`config.mk`:
```
export PLATFORM = sky130hd
export DESIGN_NAME = water_heater_thermostat_controller_flat
export DESIGN_NICKNAME = d
export VERILOG_FILES = /design/src/rtl/wht_pkg.sv /design/src/rtl/wht_if.sv /design/src/rtl/water_heater_thermostat_controller.sv /design/src/rtl/wht_datapath.sv /design/src/rtl/wht_ctrl.sv /design/src/flat_wrapper.sv
export SDC_FILE = /design/constraint.sdc
export NUM_CORES = 1
export LEC_CHECK = 0
export BUFFER_PORTS_ARGS = -buffer_cell sky130_fd_sc_hd__buf_4
export CORE_ASPECT_RATIO = 1.25
export CORE_MARGIN = 5
export CORE_UTILIZATION = 55
export DETAILED_ROUTE_END_ITERATION = 16
export GPL_TIMING_DRIVEN = 0
export PLACE_DENSITY = 0.71
export SETUP_SLACK_MARGIN = 0.15
export SLEW_MARGIN = 20
export SYNTH_ARGS = -nofsm -noshare
export SYNTH_HDL_FRONTEND = slang
export SYNTH_SLANG_ARGS = --single-unit
```
`constraint.sdc`:
```
create_clock -name clk_i -period 15.7 [get_ports clk_i]
set_clock_uncertainty 0.15 [all_clocks]
set_input_delay 2.355 -clock clk_i [delete_from_list [all_inputs] [get_ports clk_i]]
set_output_delay 2.355 -clock clk_i [all_outputs]
set_load 0.005 [all_outputs]
```
`src/rtl/wht_pkg.sv`:
```
// Shared types, constants and command/status structs of the thermostat controller.
package wht_pkg;

  // Ring of averaged temperature samples
  localparam int SAMPLES = 10;
  localparam int IDX_W   = (SAMPLES > 1) ? $clog2(SAMPLES) : 1;
  localparam int SUM_W   = 8 + $clog2(SAMPLES);

  // Reciprocal used for the ring average: q = (sum * RECIP) >> RECIP_SH, then one fix-up
  localparam int RECIP_SH = 16;
  localparam int RECIP    = (1 << RECIP_SH) / SAMPLES;
  localparam int RECIP_W  = RECIP_SH + 1;
  localparam int PROD_W   = SUM_W + RECIP_W;

  // Timing and control constants
  localparam int TICKS_PER_SEC = 10;
  localparam int IDLE_SAVE_SEC = 5;
  localparam int SET_STEP      = 5;
  localparam int BAND          = 5;
  localparam int ADC_SCALE     = 125;

  // Register reset values
  localparam logic [6:0] MIN_SET_RESET  = 7'd35;
  localparam logic [6:0] MAX_SET_RESET  = 7'd75;
  localparam logic [6:0] INIT_SET_RESET = 7'd60;

  // Register indexes
  localparam logic [1:0] CFG_MIN_SET  = 2'd0;
  localparam logic [1:0] CFG_MAX_SET  = 2'd1;
  localparam logic [1:0] CFG_INIT_SET = 2'd2;

  typedef enum logic [1:0] {
    MODE_SLEEP = 2'd0,
    MODE_WAKE  = 2'd1,
    MODE_SET   = 2'd2,
    MODE_OPER  = 2'd3
  } mode_e;

  typedef enum logic [1:0] {
    EV_TICK  = 2'd0,
    EV_UP    = 2'd1,
    EV_DOWN  = 2'd2,
    EV_POWER = 2'd3
  } event_e;

  typedef struct packed {
    logic             evt_load;
    logic             sum_clr;
    logic             sum_step;
    logic [IDX_W-1:0] sum_idx;
    logic             div_mul;
    logic             div_fix;
    logic             ctrl_apply;
    logic             out_load;
  } cmd_t;

  typedef struct packed {
    logic oper;
    logic avg_due;
  } status_t;

endpackage

```
`src/rtl/wht_if.sv`:
```
// Request channels of the thermostat controller: event input, result output, register write.
interface wht_in_if;
  logic       valid;
  logic       ready;
  logic [1:0] event_kind;
  logic [9:0] adc_sample;
  modport source (output valid, output event_kind, output adc_sample, input ready);
  modport sink (input valid, input event_kind, input adc_sample, output ready);
endinterface

interface wht_out_if;
  logic       valid;
  logic       ready;
  logic [1:0] mode_now;
  logic       heater_on;
  logic       cooler_on;
  logic       led_on;
  logic       display_on;
  logic [7:0] display_value;
  logic [6:0] saved_temp;
  modport source (output valid, output mode_now, output heater_on, output cooler_on,
                  output led_on, output display_on, output display_value,
                  output saved_temp, input ready);
  modport sink (input valid, input mode_now, input heater_on, input cooler_on,
                input led_on, input display_on, input display_value,
                input saved_temp, output ready);
endinterface

interface wht_cfg_if;
  logic       valid;
  logic       ready;
  logic [1:0] index;
  logic [6:0] data;
  modport source (output valid, output index, output data, input ready);
  modport sink (input valid, input index, input data, output ready);
endinterface

```
`src/rtl/water_heater_thermostat_controller.sv`:
```
// Water heater thermostat controller: top level joining sequencer and datapath.
//
// One event request (tick with converter sample, up, down or power press) yields one
// result request carrying mode, drive bits, display state and the saved set point.
// An event that leaves the controller outside operating mode goes from acceptance through
// dispatch straight to the result register, an operating-mode event adds the control step,
// and one that leaves the ring index on the last entry first sums the ring, walking it
// one entry per cycle through a single adder, then does a reciprocal multiply and one
// correction step. A new event is accepted as soon as the previous result sits in the
// output register. Register writes are taken every cycle and are expected only while
// no event is in flight.
module water_heater_thermostat_controller (
  input logic        clk_i,
  input logic        rst_ni,
  wht_in_if.sink     in_i,
  wht_out_if.source  out_o,
  wht_cfg_if.sink    cfg_i
);

  wht_pkg::cmd_t    cmd;
  wht_pkg::status_t sts;

  assign cfg_i.ready = 1'b1;

  wht_ctrl u_ctrl (
    .clk_i       (clk_i),
    .rst_ni      (rst_ni),
    .in_valid_i  (in_i.valid),
    .in_ready_o  (in_i.ready),
    .out_valid_o (out_o.valid),
    .out_ready_i (out_o.ready),
    .sts_i       (sts),
    .cmd_o       (cmd)
  );

  wht_datapath u_datapath (
    .clk_i           (clk_i),
    .rst_ni          (rst_ni),
    .event_kind_i    (in_i.event_kind),
    .adc_sample_i    (in_i.adc_sample),
    .cfg_we_i        (cfg_i.valid),
    .cfg_index_i     (cfg_i.index),
    .cfg_data_i      (cfg_i.data),
    .cmd_i           (cmd),
    .sts_o           (sts),
    .mode_now_o      (out_o.mode_now),
    .heater_on_o     (out_o.heater_on),
    .cooler_on_o     (out_o.cooler_on),
    .led_on_o        (out_o.led_on),
    .display_on_o    (out_o.display_on),
    .display_value_o (out_o.display_value),
    .saved_temp_o    (out_o.saved_temp)
  );

endmodule

```
`src/rtl/wht_datapath.sv`:
```
// Thermostat state, event update, sample ring, averaging arithmetic and result register.
module wht_datapath (
  input  logic             clk_i,
  input  logic             rst_ni,
  input  logic [1:0]       event_kind_i,
  input  logic [9:0]       adc_sample_i,
  input  logic             cfg_we_i,
  input  logic [1:0]       cfg_index_i,
  input  logic [6:0]       cfg_data_i,
  input  wht_pkg::cmd_t    cmd_i,
  output wht_pkg::status_t sts_o,
  output logic [1:0]       mode_now_o,
  output logic             heater_on_o,
  output logic             cooler_on_o,
  output logic             led_on_o,
  output logic             display_on_o,
  output logic [7:0]       display_value_o,
  output logic [6:0]       saved_temp_o
);

  localparam int IW = wht_pkg::IDX_W;
  localparam int SW = wht_pkg::SUM_W;
  localparam int PW = wht_pkg::PROD_W;

  logic [6:0]          min_q, min_d, max_q, max_d;
  logic                power_q, power_d;
  wht_pkg::mode_e      mode_q, mode_d;
  logic [6:0]          set_q, set_d, stored_q, stored_d;
  logic [3:0]          tick_q, tick_d;
  logic [2:0]          idle_q, idle_d;
  logic                blink_q, blink_d;
  logic [7:0]          ring_q [wht_pkg::SAMPLES];
  logic [IW-1:0]       ring_index_q, ring_index_d;
  logic [7:0]          avg_q, avg_d;
  logic                filled_q, filled_d;
  logic [7:0]          latest_q, latest_d;
  logic                heat_q, heat_d, cool_q, cool_d, lamp_q, lamp_d;
  logic [SW-1:0]       acc_q;
  logic [PW-1:0]       prod_q;

  logic                ring_we;
  logic [IW-1:0]       ring_widx;
  logic [16:0]         scaled;
  logic [8:0]          temp_raw;
  logic [7:0]          temp_sat;
  logic                second;
  logic [2:0]          idle_inc;
  logic [7:0]          up_sum, dn_lim;
  logic [6:0]          up_val, dn_val;
  logic [7:0]          q0;
  logic [SW-1:0]       rem;
  logic [8:0]          set_hi, avg_hi;
  wht_pkg::event_e     ev;

  assign ev       = wht_pkg::event_e'(event_kind_i);
  assign scaled   = 17'(adc_sample_i) * 17'(wht_pkg::ADC_SCALE);
  assign temp_raw = scaled[16:8];
  assign temp_sat = (temp_raw > 9'd255) ? 8'hFF : temp_raw[7:0];
  assign second   = (tick_q == 4'(wht_pkg::TICKS_PER_SEC - 1));
  assign idle_inc = idle_q + 3'd1;

  assign up_sum = {1'b0, set_q} + 8'(wht_pkg::SET_STEP);
  assign up_val = (up_sum > {1'b0, max_q}) ? max_q : up_sum[6:0];
  assign dn_lim = {1'b0, min_q} + 8'(wht_pkg::SET_STEP);
  assign dn_val = ({1'b0, set_q} < dn_lim) ? min_q : set_q - 7'(wht_pkg::SET_STEP);

  assign q0  = prod_q[wht_pkg::RECIP_SH +: 8];
  assign rem = acc_q - SW'(q0) * SW'(wht_pkg::SAMPLES);

  assign set_hi = {2'b0, set_q} + 9'(wht_pkg::BAND);
  assign avg_hi = {1'b0, avg_q} + 9'(wht_pkg::BAND);

  assign sts_o.oper    = (mode_q == wht_pkg::MODE_OPER);
  assign sts_o.avg_due = (ring_index_q == IW'(wht_pkg::SAMPLES - 1));

  always_comb begin
    min_d        = min_q;
    max_d        = max_q;
    power_d      = power_q;
    mode_d       = mode_q;
    set_d        = set_q;
    stored_d     = stored_q;
    tick_d       = tick_q;
    idle_d       = idle_q;
    blink_d      = blink_q;
    ring_index_d = ring_index_q;
    avg_d        = avg_q;
    filled_d     = filled_q;
    latest_d     = latest_q;
    heat_d       = heat_q;
    cool_d       = cool_q;
    lamp_d       = lamp_q;
    ring_we      = 1'b0;
    ring_widx    = ring_index_q;

    if (cmd_i.evt_load) begin
      case (ev)
        wht_pkg::EV_TICK: begin
          if (mode_q == wht_pkg::MODE_SET || mode_q == wht_pkg::MODE_OPER) begin
            tick_d = second ? 4'd0 : tick_q + 4'd1;
            if (mode_q == wht_pkg::MODE_OPER) begin
              latest_d = temp_sat;
              if ((IW + 1)'(ring_index_q) >= (IW + 1)'(wht_pkg::SAMPLES)) begin
                ring_widx = '0;
              end
              ring_we      = 1'b1;
              ring_index_d = (ring_widx == IW'(wht_pkg::SAMPLES - 1)) ? '0
                                                                     : ring_widx + IW'(1);
              if (second) begin
                if (heat_q) begin
                  lamp_d = ~lamp_q;
                end else if (cool_q) begin
                  lamp_d = 1'b1;
                end
              end
            end else if (second) begin
              blink_d = ~blink_q;
              idle_d  = idle_inc;
              if (idle_inc == 3'(wht_pkg::IDLE_SAVE_SEC)) begin
                stored_d = set_q;
                idle_d   = 3'd0;
                mode_d   = wht_pkg::MODE_OPER;
              end
            end
          end
        end
        wht_pkg::EV_POWER: begin
          if (mode_q == wht_pkg::MODE_SET) begin
            stored_d = set_q;
          end
          if (power_q) begin
            power_d = 1'b0;
            mode_d  = wht_pkg::MODE_SLEEP;
            heat_d  = 1'b0;
            cool_d  = 1'b0;
            lamp_d  = 1'b0;
          end else begin
            power_d = 1'b1;
            mode_d  = wht_pkg::MODE_WAKE;
            set_d   = (mode_q == wht_pkg::MODE_SET) ? set_q : stored_q;
          end
        end
        default: begin
          if (mode_q == wht_pkg::MODE_WAKE || mode_q == wht_pkg::MODE_OPER) begin
            idle_d = 3'd0;
            heat_d = 1'b0;
            cool_d = 1'b0;
            lamp_d = 1'b0;
            mode_d = wht_pkg::MODE_SET;
          end else if (mode_q == wht_pkg::MODE_SET) begin
            if (ev == wht_pkg::EV_UP) begin
              if (set_q < max_q) begin
                set_d  = up_val;
                idle_d = 3'd0;
              end
            end else if (set_q > min_q) begin
              set_d  = dn_val;
              idle_d = 3'd0;
            end
          end
        end
      endcase
    end

    // round the reciprocal estimate up when one divisor still fits in the remainder
    if (cmd_i.div_fix) begin
      avg_d    = (rem >= SW'(wht_pkg::SAMPLES)) ? q0 + 8'd1 : q0;
      filled_d = 1'b1;
    end

    if (cmd_i.ctrl_apply && filled_q) begin
      if ({1'b0, avg_q} >= set_hi) begin
        heat_d = 1'b0;
        cool_d = 1'b1;
      end else if (avg_hi <= {2'b0, set_q}) begin
        heat_d = 1'b1;
        cool_d = 1'b0;
      end
    end

    if (cfg_we_i) begin
      unique case (cfg_index_i)
        wht_pkg::CFG_MIN_SET:  min_d = cfg_data_i;
        wht_pkg::CFG_MAX_SET:  max_d = cfg_data_i;
        wht_pkg::CFG_INIT_SET: begin
          stored_d = cfg_data_i;
          set_d    = cfg_data_i;
        end
        default: ;
      endcase
    end
  end

  always_ff @(posedge clk_i or negedge rst_ni) begin
    if (!rst_ni) begin
      min_q        <= wht_pkg::MIN_SET_RESET;
      max_q        <= wht_pkg::MAX_SET_RESET;
      power_q      <= 1'b0;
      mode_q       <= wht_pkg::MODE_SLEEP;
      set_q        <= wht_pkg::INIT_SET_RESET;
      stored_q     <= wht_pkg::INIT_SET_RESET;
      tick_q       <= 4'd0;
      idle_q       <= 3'd0;
      blink_q      <= 1'b0;
      ring_index_q <= '0;
      avg_q        <= 8'd0;
      filled_q     <= 1'b0;
      latest_q     <= 8'd0;
      heat_q       <= 1'b0;
      cool_q       <= 1'b0;
      lamp_q       <= 1'b0;
      for (int i = 0; i < wht_pkg::SAMPLES; i++) begin
        ring_q[i] <= 8'd0;
      end
    end else begin
      min_q        <= min_d;
      max_q        <= max_d;
      power_q      <= power_d;
      mode_q       <= mode_d;
      set_q        <= set_d;
      stored_q     <= stored_d;
      tick_q       <= tick_d;
      idle_q       <= idle_d;
      blink_q      <= blink_d;
      ring_index_q <= ring_index_d;
      avg_q        <= avg_d;
      filled_q     <= filled_d;
      latest_q     <= latest_d;
      heat_q       <= heat_d;
      cool_q       <= cool_d;
      lamp_q       <= lamp_d;
      if (ring_we) begin
        ring_q[ring_widx] <= temp_sat;
      end
    end
  end

  // accumulate one ring entry per cycle, then multiply by the reciprocal
  always_ff @(posedge clk_i) begin
    if (cmd_i.sum_clr) begin
      acc_q <= '0;
    end else if (cmd_i.sum_step) begin
      acc_q <= acc_q + SW'(ring_q[cmd_i.sum_idx]);
    end
    if (cmd_i.div_mul) begin
      prod_q <= PW'(acc_q) * PW'(wht_pkg::RECIP);
    end
  end

  always_ff @(posedge clk_i) begin
    if (cmd_i.out_load) begin
      mode_now_o      <= mode_q;
      heater_on_o     <= heat_q;
      cooler_on_o     <= cool_q;
      led_on_o        <= lamp_q;
      display_on_o    <= (mode_q == wht_pkg::MODE_SLEEP) ? 1'b0
                       : (mode_q == wht_pkg::MODE_SET)   ? blink_q : 1'b1;
      display_value_o <= (mode_q == wht_pkg::MODE_OPER) ? latest_q : {1'b0, set_q};
      saved_temp_o    <= stored_q;
    end
  end

  a_drive_exclusive: assert property (@(posedge clk_i) disable iff (!rst_ni)
    !(heat_q && cool_q))
    else $error("heater and cooler both driven");

  a_sleep_drives_off: assert property (@(posedge clk_i) disable iff (!rst_ni)
    mode_q == wht_pkg::MODE_SLEEP |-> !heat_q && !cool_q && !lamp_q)
    else $error("drive active in sleep");

  a_ring_index_range: assert property (@(posedge clk_i) disable iff (!rst_ni)
    (IW + 1)'(ring_index_q) < (IW + 1)'(wht_pkg::SAMPLES))
    else $error("ring index out of range");

endmodule

```
`src/rtl/wht_ctrl.sv`:
```
// Sequencer: takes a request, runs averaging and control steps in operating mode as due, hands off the result.
module wht_ctrl (
  input  logic             clk_i,
  input  logic             rst_ni,
  input  logic             in_valid_i,
  output logic             in_ready_o,
  output logic             out_valid_o,
  input  logic             out_ready_i,
  input  wht_pkg::status_t sts_i,
  output wht_pkg::cmd_t    cmd_o
);

  localparam int IW = wht_pkg::IDX_W;

  typedef enum logic [2:0] {
    S_IDLE,
    S_DISPATCH,
    S_SUM,
    S_MUL,
    S_FIX,
    S_CTRL,
    S_DONE
  } state_e;

  state_e        state_q, state_d;
  logic [IW-1:0] cnt_q, cnt_d;
  logic          out_valid_q, out_valid_d;
  logic          out_free;

  assign in_ready_o  = (state_q == S_IDLE);
  assign out_valid_o = out_valid_q;
  assign out_free    = !out_valid_q || out_ready_i;

  always_comb begin
    state_d     = state_q;
    cnt_d       = cnt_q;
    out_valid_d = out_valid_q && !out_ready_i;
    cmd_o       = '0;
    cmd_o.sum_idx = cnt_q;

    unique case (state_q)
      S_IDLE: begin
        if (in_valid_i) begin
          cmd_o.evt_load = 1'b1;
          state_d        = S_DISPATCH;
        end
      end
      S_DISPATCH: begin
        if (!sts_i.oper) begin
          state_d = S_DONE;
        end else if (sts_i.avg_due) begin
          cmd_o.sum_clr = 1'b1;
          cnt_d         = '0;
          state_d       = S_SUM;
        end else begin
          state_d = S_CTRL;
        end
      end
      S_SUM: begin
        cmd_o.sum_step = 1'b1;
        if (cnt_q == IW'(wht_pkg::SAMPLES - 1)) begin
          state_d = S_MUL;
        end else begin
          cnt_d = cnt_q + IW'(1);
        end
      end
      S_MUL: begin
        cmd_o.div_mul = 1'b1;
        state_d       = S_FIX;
      end
      S_FIX: begin
        cmd_o.div_fix = 1'b1;
        state_d       = S_CTRL;
      end
      S_CTRL: begin
        cmd_o.ctrl_apply = 1'b1;
        state_d          = S_DONE;
      end
      S_DONE: begin
        // hold until the result register is free
        if (out_free) begin
          cmd_o.out_load = 1'b1;
          out_valid_d    = 1'b1;
          state_d        = S_IDLE;
        end
      end
      default: state_d = S_IDLE;
    endcase
  end

  always_ff @(posedge clk_i or negedge rst_ni) begin
    if (!rst_ni) begin
      state_q     <= S_IDLE;
      cnt_q       <= '0;
      out_valid_q <= 1'b0;
    end else begin
      state_q     <= state_d;
      cnt_q       <= cnt_d;
      out_valid_q <= out_valid_d;
    end
  end

  a_accept_leaves_idle: assert property (@(posedge clk_i) disable iff (!rst_ni)
    in_valid_i && in_ready_o |=> state_q == S_DISPATCH && !in_ready_o)
    else $error("request accepted without starting work");

  a_sum_count_range: assert property (@(posedge clk_i) disable iff (!rst_ni)
    state_q == S_SUM |-> (IW + 1)'(cnt_q) < (IW + 1)'(wht_pkg::SAMPLES))
    else $error("ring sum index out of range");

  a_result_posted: assert property (@(posedge clk_i) disable iff (!rst_ni)
    state_q == S_DONE && out_free |=> out_valid_q && state_q == S_IDLE)
    else $error("finished result not posted");

endmodule
```
`src/flat_wrapper.sv`:
```
// flat-port wrapper written by rule: the top's interface ports become plain ports
module water_heater_thermostat_controller_flat 
  (clk_i, rst_ni, in_i_valid, in_i_event_kind, in_i_adc_sample, in_i_ready, out_o_valid, out_o_mode_now, out_o_heater_on, out_o_cooler_on, out_o_led_on, out_o_display_on, out_o_display_value, out_o_saved_temp, out_o_ready, cfg_i_valid, cfg_i_index, cfg_i_data, cfg_i_ready);
  wht_in_if in_i_i ();
  wht_out_if out_o_i ();
  wht_cfg_if cfg_i_i ();
  input logic clk_i;
  input logic rst_ni;
  input wire logic [$bits(in_i_i.valid)-1:0] in_i_valid;
  input wire logic [$bits(in_i_i.event_kind)-1:0] in_i_event_kind;
  input wire logic [$bits(in_i_i.adc_sample)-1:0] in_i_adc_sample;
  output wire logic [$bits(in_i_i.ready)-1:0] in_i_ready;
  output wire logic [$bits(out_o_i.valid)-1:0] out_o_valid;
  output wire logic [$bits(out_o_i.mode_now)-1:0] out_o_mode_now;
  output wire logic [$bits(out_o_i.heater_on)-1:0] out_o_heater_on;
  output wire logic [$bits(out_o_i.cooler_on)-1:0] out_o_cooler_on;
  output wire logic [$bits(out_o_i.led_on)-1:0] out_o_led_on;
  output wire logic [$bits(out_o_i.display_on)-1:0] out_o_display_on;
  output wire logic [$bits(out_o_i.display_value)-1:0] out_o_display_value;
  output wire logic [$bits(out_o_i.saved_temp)-1:0] out_o_saved_temp;
  input wire logic [$bits(out_o_i.ready)-1:0] out_o_ready;
  input wire logic [$bits(cfg_i_i.valid)-1:0] cfg_i_valid;
  input wire logic [$bits(cfg_i_i.index)-1:0] cfg_i_index;
  input wire logic [$bits(cfg_i_i.data)-1:0] cfg_i_data;
  output wire logic [$bits(cfg_i_i.ready)-1:0] cfg_i_ready;
  assign in_i_i.valid = in_i_valid;
  assign in_i_i.event_kind = in_i_event_kind;
  assign in_i_i.adc_sample = in_i_adc_sample;
  assign in_i_ready = in_i_i.ready;
  assign out_o_valid = out_o_i.valid;
  assign out_o_mode_now = out_o_i.mode_now;
  assign out_o_heater_on = out_o_i.heater_on;
  assign out_o_cooler_on = out_o_i.cooler_on;
  assign out_o_led_on = out_o_i.led_on;
  assign out_o_display_on = out_o_i.display_on;
  assign out_o_display_value = out_o_i.display_value;
  assign out_o_saved_temp = out_o_i.saved_temp;
  assign out_o_i.ready = out_o_ready;
  assign cfg_i_i.valid = cfg_i_valid;
  assign cfg_i_i.index = cfg_i_index;
  assign cfg_i_i.data = cfg_i_data;
  assign cfg_i_ready = cfg_i_i.ready;
  water_heater_thermostat_controller u_core (.clk_i(clk_i), .rst_ni(rst_ni), .in_i(in_i_i), .out_o(out_o_i), .cfg_i(cfg_i_i));
endmodule
```
==> results.json, run 1 <==
{
  "gp_congestion": 0.902,
  "hold_viol": 0,
  "nets": 1948,
  "wl_per_cell_um": 17.2,
  "status": "completed",
  "layout_common_cells": "190 x ha_1, 177 x inv_1, 175 x a21oi_1",
  "root_buffer": "clkbuf_16",
  "synth_cells": 1600,
  "rsz0062_at_grt": "false",
  "min_path_type": "flip-flop to flip-flop",
  "placedInstanceArea_mm2": 0.0160,
  "fin_crit_ps": 6820,
  "design_area_mm2": 0.0166,
  "diodes": 0,
  "cap_violations": 0,
  "p_leak_nw": 7.93,
  "grtUsageTotal": 0.234,
  "yosys.area_share.simple": 0.129,
  "postCtsHoldBufs": 0,
  "clock.fmax_mhz": 147,
  "fp.dieArea_mm2": 0.0310,
  "p_per_area_mw_per_mm2": 159,
  "cts_buffers": 17,
  "drv_slew": 0,
  "ys_ff_latch": 192,
  "viasPerCell": 5.75,
  "setup_viol": 0,
  "synth-xor-area-share": 0.0370,
  "ff2ff_path_depth": 16,
  "muxShareOfSynthArea": 0.0555,
  "syn_nets": 1879,
  "vdd_drop_max_uv": 132,
  "async_flop_share": 0.786,
  "syn_to_final_growth_pct": 9.76,
  "timing.final.crit_share": 0.435,
  "slew_headroom": 0.390,
  "yosysUniqueCellTypes": 88,
  "worst_hold_path.num_cells": 0,
  "path_max_fanout": 10,
  "synth_top_family_by_area": "adder cells",
  "setup.worst_path.class": "input pin to flip-flop",
  "numClockSinks": 192,
  "clkLatencyLatePin_ps": 450,
  "yosysSeqAreaShare": 0.324,
  "yosys_warnings": 0,
  "cts_tree": "done",
  "dr_total_vias": 11694,
  "cp.arrival_ps": 7040,
  "drt_first_pass_iters": 5,
  "core_region_area_mm2": 0.0274,
  "synth_area_mm2": 0.0152,
  "ctsResizeCount": 0,
  "synth-compound-area-share": 0.152,
  "cp-end-kind": "flip-flop",
  "r2r_setup_slack_ps": 10020,
  "synth-edff-count": 29,
  "postCtsSetupBuffers": 0,
  "io_pins": 50,
  "grt_pass1_wl_um": 59300,
  "grt_max_degree": 100,
  "die_w_um": 158,
  "overflow": 0,
  "antenna_found_initial": 0,
  "wirelength_um": 34900,
  "synth_ff_type": "dfrtp_1",
  "route.detailed.drc": 0,
  "first_global_vias": 11961,
  "clockBufferDepth": 2,
  "port_buffers": 48,
  "startpoint_type": "input pin",
  "final_antenna_net_count": 0,
  "row_count": 68,
  "htreeDepth": 4,
  "drt_iter0_markers": 783,
  "synth_fa_ha_area_frac": 0.240,
  "die_height_um": 196,
  "drive_gt1_frac": 0.109,
  "path_clk_slew_ps": 80,
  "p_total_mw": 2.65,
  "worstMarginPinSlew_ps": 908,
  "dpl.hpwl_um": 27300,
  "setup_tns_ps": 0,
  "worstPathRequired_ps": 15920,
  "mostFrequentLayoutCell": "ha_1",
  "syn_avg_cell_area_um2": 9.47,
  "utilization": 0.607,
  "start_util": 0.553
}
-- final timing paths --
kind,from,end
worst max-delay path,in_i_adc_sample[4],u_core.u_datapath.ring_q[77]
worst max register to register,u_core.u_datapath.acc_q[4],u_core.u_datapath.prod_q[23]
min in group asynchronous,rst_ni,u_core.u_datapath.ring_q[37]
worst min register to register,u_core.u_datapath.mode_q[1],u_core.u_datapath.mode_now_o[1]
worst min-delay path,u_core.u_datapath.mode_q[1],u_core.u_datapath.mode_now_o[1]
max in group asynchronous,rst_ni,u_core.u_datapath.max_q[6]
-- power by group --
part / switching, mW / internal [mW]
Clock: 0.227 / 0.235
Combinational: 0.893 / 0.595
Sequential: 0.0969 / 0.605
Total: 1.22 / 1.43
-- layout make-up --
class                           instances  area (um2)
Tap cell                              350         438
Clock buffer                           17         425
Clock inverter                         15         206
Sequential cell                       192        4910
Buffer                                 66         288
Multi-Input combinational cell       1165        9290
Timing Repair Buffer                   50         407
Fill cell                            2319       10800
Inverter                              177         664
-- cell usage after synthesis (21+ instances only) --
cell / count / area, um2
ha_1: 190 / 2380
inv_1: 177 / 664
a21oi_1: 175 / 876
nor2_1: 150 / 563
dfrtp_1: 136 / 3400
nand2_1: 108 / 405
o21ai_0: 68 / 340
fa_1: 63 / 1260
xnor2_1: 40 / 350
clkbuf_1: 37 / 139
edfxtp_1: 29 / 871
mux2_2: 24 / 270
nand3_1: 24 / 120
xor2_1: 24 / 210
nor3_1: 22 / 110
buf_2: 21 / 105
mux2i_1: 21 / 210
-- routing by layer --
metal | vias up | track usage | routed length, um
li1 | 5702 | - | -
met1 | 5657 | 0.318 | 15200
met2 | 274 | 0.393 | 17400
met3 | 61 | 0.0328 | 1480
met4 | 0 | 0.0657 | 842
met5 | - | 0 | 0
-- per-stage QoR --
step | cells | hold WS, ps | setup WS (ps)
3_3_place_gp | 1998 | 281 | 8520
5_1_grt | 2032 | 327 | 8530
6_report | 2032 | 301 | 8880
2_1_floorplan | 1600 | 273 | 9040
4_1_cts | 2032 | 299 | 8850
3_5_place_dp | 2000 | 287 | 8400
-- flip-flops by register name, summed over array words and instances, names as in the netlist, 8 cells and up --
name,count
u_core.u_datapath.avg_q,8
u_core.u_datapath.prod_q,8
u_core.u_datapath.display_value_o,8
u_core.u_datapath.acc_q,12
u_core.u_datapath.ring_q,80
u_core.u_datapath.latest_q,8
-- worst max-delay path, cell delays in order --
cell     delay (ps)
buf_4           130
inv_1           160
fa_1            470
fa_1            560
fa_1            440
fa_1            510
inv_1            40
ha_1            340
a21o_1          200
a21oi_1         170
o21a_1          200
o21ai_1         130
a21o_1          220
a21oi_1         180
xor2_1          390
nor2_1          150
buf_2           240
a21oi_1         160
-- kinds of logic (layout without fill, tap and decap cells) --
kind of cell	after synthesis	count (layout)
adders and majority gates	253	253
other	1	1
and+or+nand+nor	406	406
xor gates and xnor gates	64	64
AOI/OAI and AO/OA	380	380
muxes	61	61
DFF	192	192
buffers and inverters	243	325
Power figures use the tool's default switching activity.
==> run 2: changes to the inputs <==
- PLACE_DENSITY: 0.71 -> 0.74
- clock period: 15.7 -> 6.2 ns (I/O delays scaled with it)
==> run 2 against run 1 <==
Net effect:
- sequential share of layout area increased by 0.11 points
- total power grew 150%
- clock-buffer cell count increased by 2
- utilization down 0.22 points
- clock power increased by 130%
- critical path type is now flip-flop to flip-flop
- largest cell class unchanged
- highest routed layer unchanged
==> results.json, run 2 (synthesis gave the netlist of run 1 again) <==
{
  "status": "completed",
  "gp_congestion": 0.890,
  "worstMarginPinSlew_ps": 881,
  "worstPathRequired_ps": 6240,
  "placedCellCount": 2000,
  "io_pins": 50,
  "setup_viol": 0,
  "top_regs": "u_core.u_datapath.ring_q x80, u_core.u_datapath.acc_q x12",
  "nets": 1948,
  "overflow": 0,
  "core_region_area_mm2": 0.0274,
  "final_antenna_net_count": 0,
  "largest_reg_flops": 80,
  "design_area_mm2": 0.0166,
  "root_buffer": "clkbuf_16",
  "dpl.hpwl_um": 27100,
  "timing.final.crit_share": 0.915,
  "hold_viol": 0,
  "antenna_found_initial": 0,
  "fin_crit_ps": 5670,
  "die_w_um": 158,
  "first_global_vias": 12094,
  "postCtsHoldBufs": 0,
  "setup.worst_path.class": "flip-flop to flip-flop",
  "p_leak_nw": 7.90,
  "largest-register": "u_core.u_datapath.ring_q",
  "cpMostUsedCell": "fa_1",
  "start_util": 0.553,
  "worstPathCellList": "inv_1 > ha_1 > fa_1 > inv_1 > fa_1 > fa_1 > fa_1 > ha_1 > nand3_1 > or2_2 > a311oi_1 > a41o_1 > a21oi_1 > o21bai_1 > a21oi_1 > xnor2_1",
  "vdd_drop_max_uv": 371,
  "slew_headroom": 0.408,
  "min_path_type": "input pin to async pin",
  "wirelength_um": 34700,
  "p_total_mw": 6.61,
  "path_max_fanout": 7,
  "setup_tns_ps": 0,
  "mostFrequentLayoutCell": "ha_1",
  "path_clk_slew_ps": 80,
  "cts_tree": "done",
  "syn_to_final_growth_pct": 9.36,
  "rsz0062_at_grt": "false",
  "wl_per_cell_um": 17.1,
  "port_buffers": 48,
  "drv_slew": 0,
  "row_count": 68,
  "crit_buf_inv": 2,
  "p_per_area_mw_per_mm2": 399,
  "layout_common_cells": "190 x ha_1, 177 x inv_1, 175 x a21oi_1",
  "clock.fmax_mhz": 176,
  "clockBufferDepth": 2,
  "fillers": 2353,
  "dr_wl_met2_um": 17500,
  "drt_iter0_markers": 764,
  "cp-end-kind": "flip-flop",
  "diodes": 0,
  "ctsResizeCount": 0,
  "placedInstanceArea_mm2": 0.0160,
  "grt_pass1_wl_um": 58500,
  "die_height_um": 196,
  "grtUsageTotal": 0.231,
  "viasPerCell": 5.80,
  "drive_gt1_frac": 0.108,
  "fp.dieArea_mm2": 0.0310,
  "slowest_stage": "fa_1",
  "met3_length_um": 1360,
  "postCtsSetupBuffers": 0,
  "cp_top_family": "adder cells",
  "drt_first_pass_iters": 7,
  "top_layer": "met4",
  "stdcell_count": 2032,
  "wl_met1_um": 15000,
  "cap_violations": 0,
  "startpoint_type": "flip-flop",
  "cp.arrival_ps": 5720,
  "grt_max_degree": 94,
  "numClockSinks": 192,
  "dr_total_vias": 11782,
  "utilization": 0.605,
  "htreeDepth": 4,
  "cts_buffers": 17,
  "crit_path_max_incr_delay_ps": 570,
  "clkLatencyLatePin_ps": 440,
  "route.detailed.drc": 0
}
[run 2: changes by cell type in the layout (fill, tap and decap cells not counted)]
cell / change
inv_6: +2
inv_12: -3
bufinv_16: -1
clkinv_4: +1
clkbuf_1: +2
clkinv_8: -1
[run 2: power breakdown]
group	total (mW)	internal (mW)	switching (mW)
logic	3.77	1.51	2.26
clock network	1.07	0.538	0.535
registers	1.77	1.53	0.236
[run 2: area by class of cell]
cell class | instances | area (um2) | share of cell area
repair buffers | 50 | 407 | 0.0245
inverters | 177 | 664 | 0.0401
well taps | 350 | 438 | 0.0264
clock inverters | 13 | 138 | 0.00831
clock buffers | 19 | 433 | 0.0261
flip-flops and latches | 192 | 4910 | 0.296
plain buffers | 66 | 288 | 0.0174
multi-input cells | 1165 | 9290 | 0.561
[run 2: final timing paths]
kind / from / to / slack [ps] / cells past startpoint
setup / recovery: u_core.u_datapath.acc_q[4] / u_core.u_datapath.prod_q[23] / 530 / 16
hold / removal: rst_ni / u_core.u_datapath.ring_q[29] / 270 / 1
setup reg to reg: u_core.u_datapath.acc_q[4] / u_core.u_datapath.prod_q[23] / 530 / 16
hold reg to reg: u_core.u_datapath.blink_q / u_core.u_datapath.blink_q / 330 / 1
max in group asynchronous: rst_ni / u_core.u_datapath.set_q[3] / 4790 / 2
min in group clk_i: u_core.u_datapath.blink_q / u_core.u_datapath.blink_q / 330 / 1
[run 2: metrics by stage]
| step | worst slack (ps) | hold WS, ps |
|---|---|---|
| floorplan | 964 | 273 |
| global placement | 445 | 282 |
| detailed placement | 312 | 301 |
| CTS | 559 | 275 |
| global route | 277 | 297 |
| finish | 526 | 265 |
[run 2: routing by layer]
metal | vias up | global-route usage
li1 | 5699 | -
met1 | 5775 | 0.305
met2 | 247 | 0.396
met3 | 61 | 0.0297
met4 | 0 | 0.0705
met5 | - | 0
[run 2: worst register-to-register path, delay by kind of cell, from the launching register on]
kind,cells,cell delay [ps]
flops,1,540
fa+ha+maj,6,2680
simple gates,2,440
buf+inv,2,160
xor+xnor,1,130
compound gates,5,1330
==> run 3: changes to the inputs <==
--- a/config.mk
+++ b/config.mk
@@ -15,3 +15,2 @@
 export SETUP_SLACK_MARGIN = 0.15
-export SLEW_MARGIN = 20
 export SYNTH_ARGS = -nofsm -noshare
==> constraint.sdc (replaced) <==
create_clock -name clk_i -period 6.2 [get_ports clk_i]
set_clock_uncertainty 0.15 [all_clocks]
set_input_delay 0.62 -clock clk_i [delete_from_list [all_inputs] [get_ports clk_i]]
set_output_delay 0.62 -clock clk_i [all_outputs]
set_load 0.005 [all_outputs]
==> run 3 against run 2 <==
Net effect:
- the flow now finishes with violations (negative hold slack)
- design area is 0.23% higher
- combinational power hardly changed
- utilization is 0.14 points higher
- critical endpoint unchanged
==> results.json, run 3 (synthesis gave the netlist of run 1 again) <==
{
  "viasPerCell": 5.80,
  "postCtsSetupBuffers": 0,
  "grt_pass1_wl_um": 58400,
  "largest-register": "u_core.u_datapath.ring_q",
  "htreeDepth": 4,
  "wirelength_um": 34700,
  "slew_headroom": 0.416,
  "cts_buffers": 17,
  "syn_to_final_growth_pct": 9.61,
  "dpl.hpwl_um": 27200,
  "cap_violations": 0,
  "fin_ws_ps": 527,
  "dr_total_vias": 11785,
  "top_regs": "u_core.u_datapath.ring_q x80, u_core.u_datapath.acc_q x12",
  "largest_reg_flops": 80,
  "cpMostUsedCell": "fa_1",
  "gp_congestion": 0.890,
  "first_global_vias": 12136,
  "seq_area_mm2": 0.00491,
  "timing.hold.ws_ps": -5.92,
  "ctsResizeCount": 0,
  "p_total_mw": 6.66,
  "cp.arrival_ps": 5730,
  "timing.final.crit_share": 0.915,
  "min_path_type": "input pin to async pin",
  "final_antenna_net_count": 0,
  "layout_common_cells": "190 x ha_1, 177 x inv_1, 175 x a21oi_1",
  "die_w_um": 158,
  "hold_viol": 6,
  "numClockSinks": 192,
  "fp.dieArea_mm2": 0.0310,
  "status": "finished with violations",
  "root_buffer": "clkbuf_16",
  "startpoint_type": "flip-flop",
  "multi_input_area_mm2": 0.00929,
  "worstMarginPinSlew_ps": 869,
  "core_region_area_mm2": 0.0274,
  "setup.worst_path.class": "flip-flop to flip-flop",
  "route.detailed.drc": 0,
  "overflow": 0,
  "wl_per_cell_um": 17.1,
  "vdd_drop_max_uv": 353,
  "cp_top_family": "adder cells",
  "setup_viol": 0,
  "violations": "negative hold slack",
  "io_pins": 50,
  "dpl_worst_slack_ps": 566,
  "mostFrequentLayoutCell": "ha_1",
  "die_height_um": 196,
  "clock.fmax_mhz": 176,
  "grt_max_degree": 94,
  "utilization": 0.606,
  "cp-end-kind": "flip-flop",
  "clkLatencyLatePin_ps": 450,
  "worstPathRequired_ps": 6260,
  "start_util": 0.553,
  "nets": 1948,
  "slowest_stage": "fa_1",
  "antenna_found_initial": 0,
  "rsz0062_at_grt": "false",
  "fillers": 2382,
  "p_leak_nw": 7.92,
  "clockBufferDepth": 2,
  "drt_first_pass_iters": 5,
  "grtUsageTotal": 0.231,
  "port_buffers": 48,
  "fin_crit_ps": 5670,
  "drt_iter0_markers": 874,
  "cts_tree": "done",
  "drive_gt1_frac": 0.109,
  "p_per_area_mw_per_mm2": 401,
  "setup_tns_ps": 0,
  "postCtsHoldBufs": 0,
  "worstPathCellList": "inv_1 > ha_1 > fa_1 > inv_1 > fa_1 > fa_1 > fa_1 > ha_1 > nand3_1 > or2_2 > a311oi_1 > a41o_1 > a21oi_1 > o21bai_1 > a21oi_1 > xnor2_1",
  "crit_buf_inv": 2,
  "row_count": 68,
  "path_clk_slew_ps": 80,
  "crit_path_max_incr_delay_ps": 560,
  "diodes": 0,
  "drv_slew": 0,
  "path_max_fanout": 7
}
==> run 3: area by class of cell <==
type | count | share of cell area
clock inverter | 13 | 0.00942
tap | 350 | 0.0264
multi-input combinational | 1165 | 0.560
sequential | 192 | 0.296
timing repair buffer | 50 | 0.0245
buffer | 66 | 0.0173
inverter | 177 | 0.0400
clock buffer | 19 | 0.0273
==> run 3: worst register-to-register path: cells and delay by family (launching register included) <==
kind / cells / cell delay [ps]
AOI/OAI and AO/OA: 5 / 1340
xor gates and xnor gates: 1 / 130
adders and majority gates: 6 / 2680
buffers and inverters: 2 / 150
DFF: 1 / 550
and+or+nand+nor: 2 / 440
==> run 3: path summary, 6_finish.rpt <==
kind,to,slack (ps),start,cells after the start
max in group asynchronous,u_core.u_datapath.set_q[3],5040,rst_ni,2
max reg2reg,u_core.u_datapath.prod_q[23],530,u_core.u_datapath.acc_q[4],16
min reg2reg,u_core.u_datapath.blink_q,330,u_core.u_datapath.blink_q,1
max,u_core.u_datapath.prod_q[23],530,u_core.u_datapath.acc_q[4],16
min,u_core.u_datapath.ring_q[22],-6,rst_ni,1
min in group clk_i,u_core.u_datapath.min_q[3],260,cfg_i_data[3],3
==> run 3: stage by stage <==
| stage | std cells | cell area, um2 |
|---|---|---|
| floorplan | 1600 | 15200 |
| global placement | 1998 | 16000 |
| detailed placement | 2000 | 16000 |
| CTS | 2032 | 16600 |
| global route | 2032 | 16600 |
| finish | 2032 | 16600 |
==> run 3: power by group <==
group	switching [mW]	leakage, nW	total [mW]	internal, mW
Sequential	0.238	2.31	1.77	1.53
Combinational	2.26	5.31	3.77	1.51
Clock	0.551	0.298	1.12	0.565
==> run 3: metal layers <==
layer,up-vias,track usage,wire (um)
met5,-,0,0
met4,0,0.0626,812
met3,69,0.0333,1630
met2,300,0.398,17600
met1,5725,0.303,14700
li1,5691,-,-
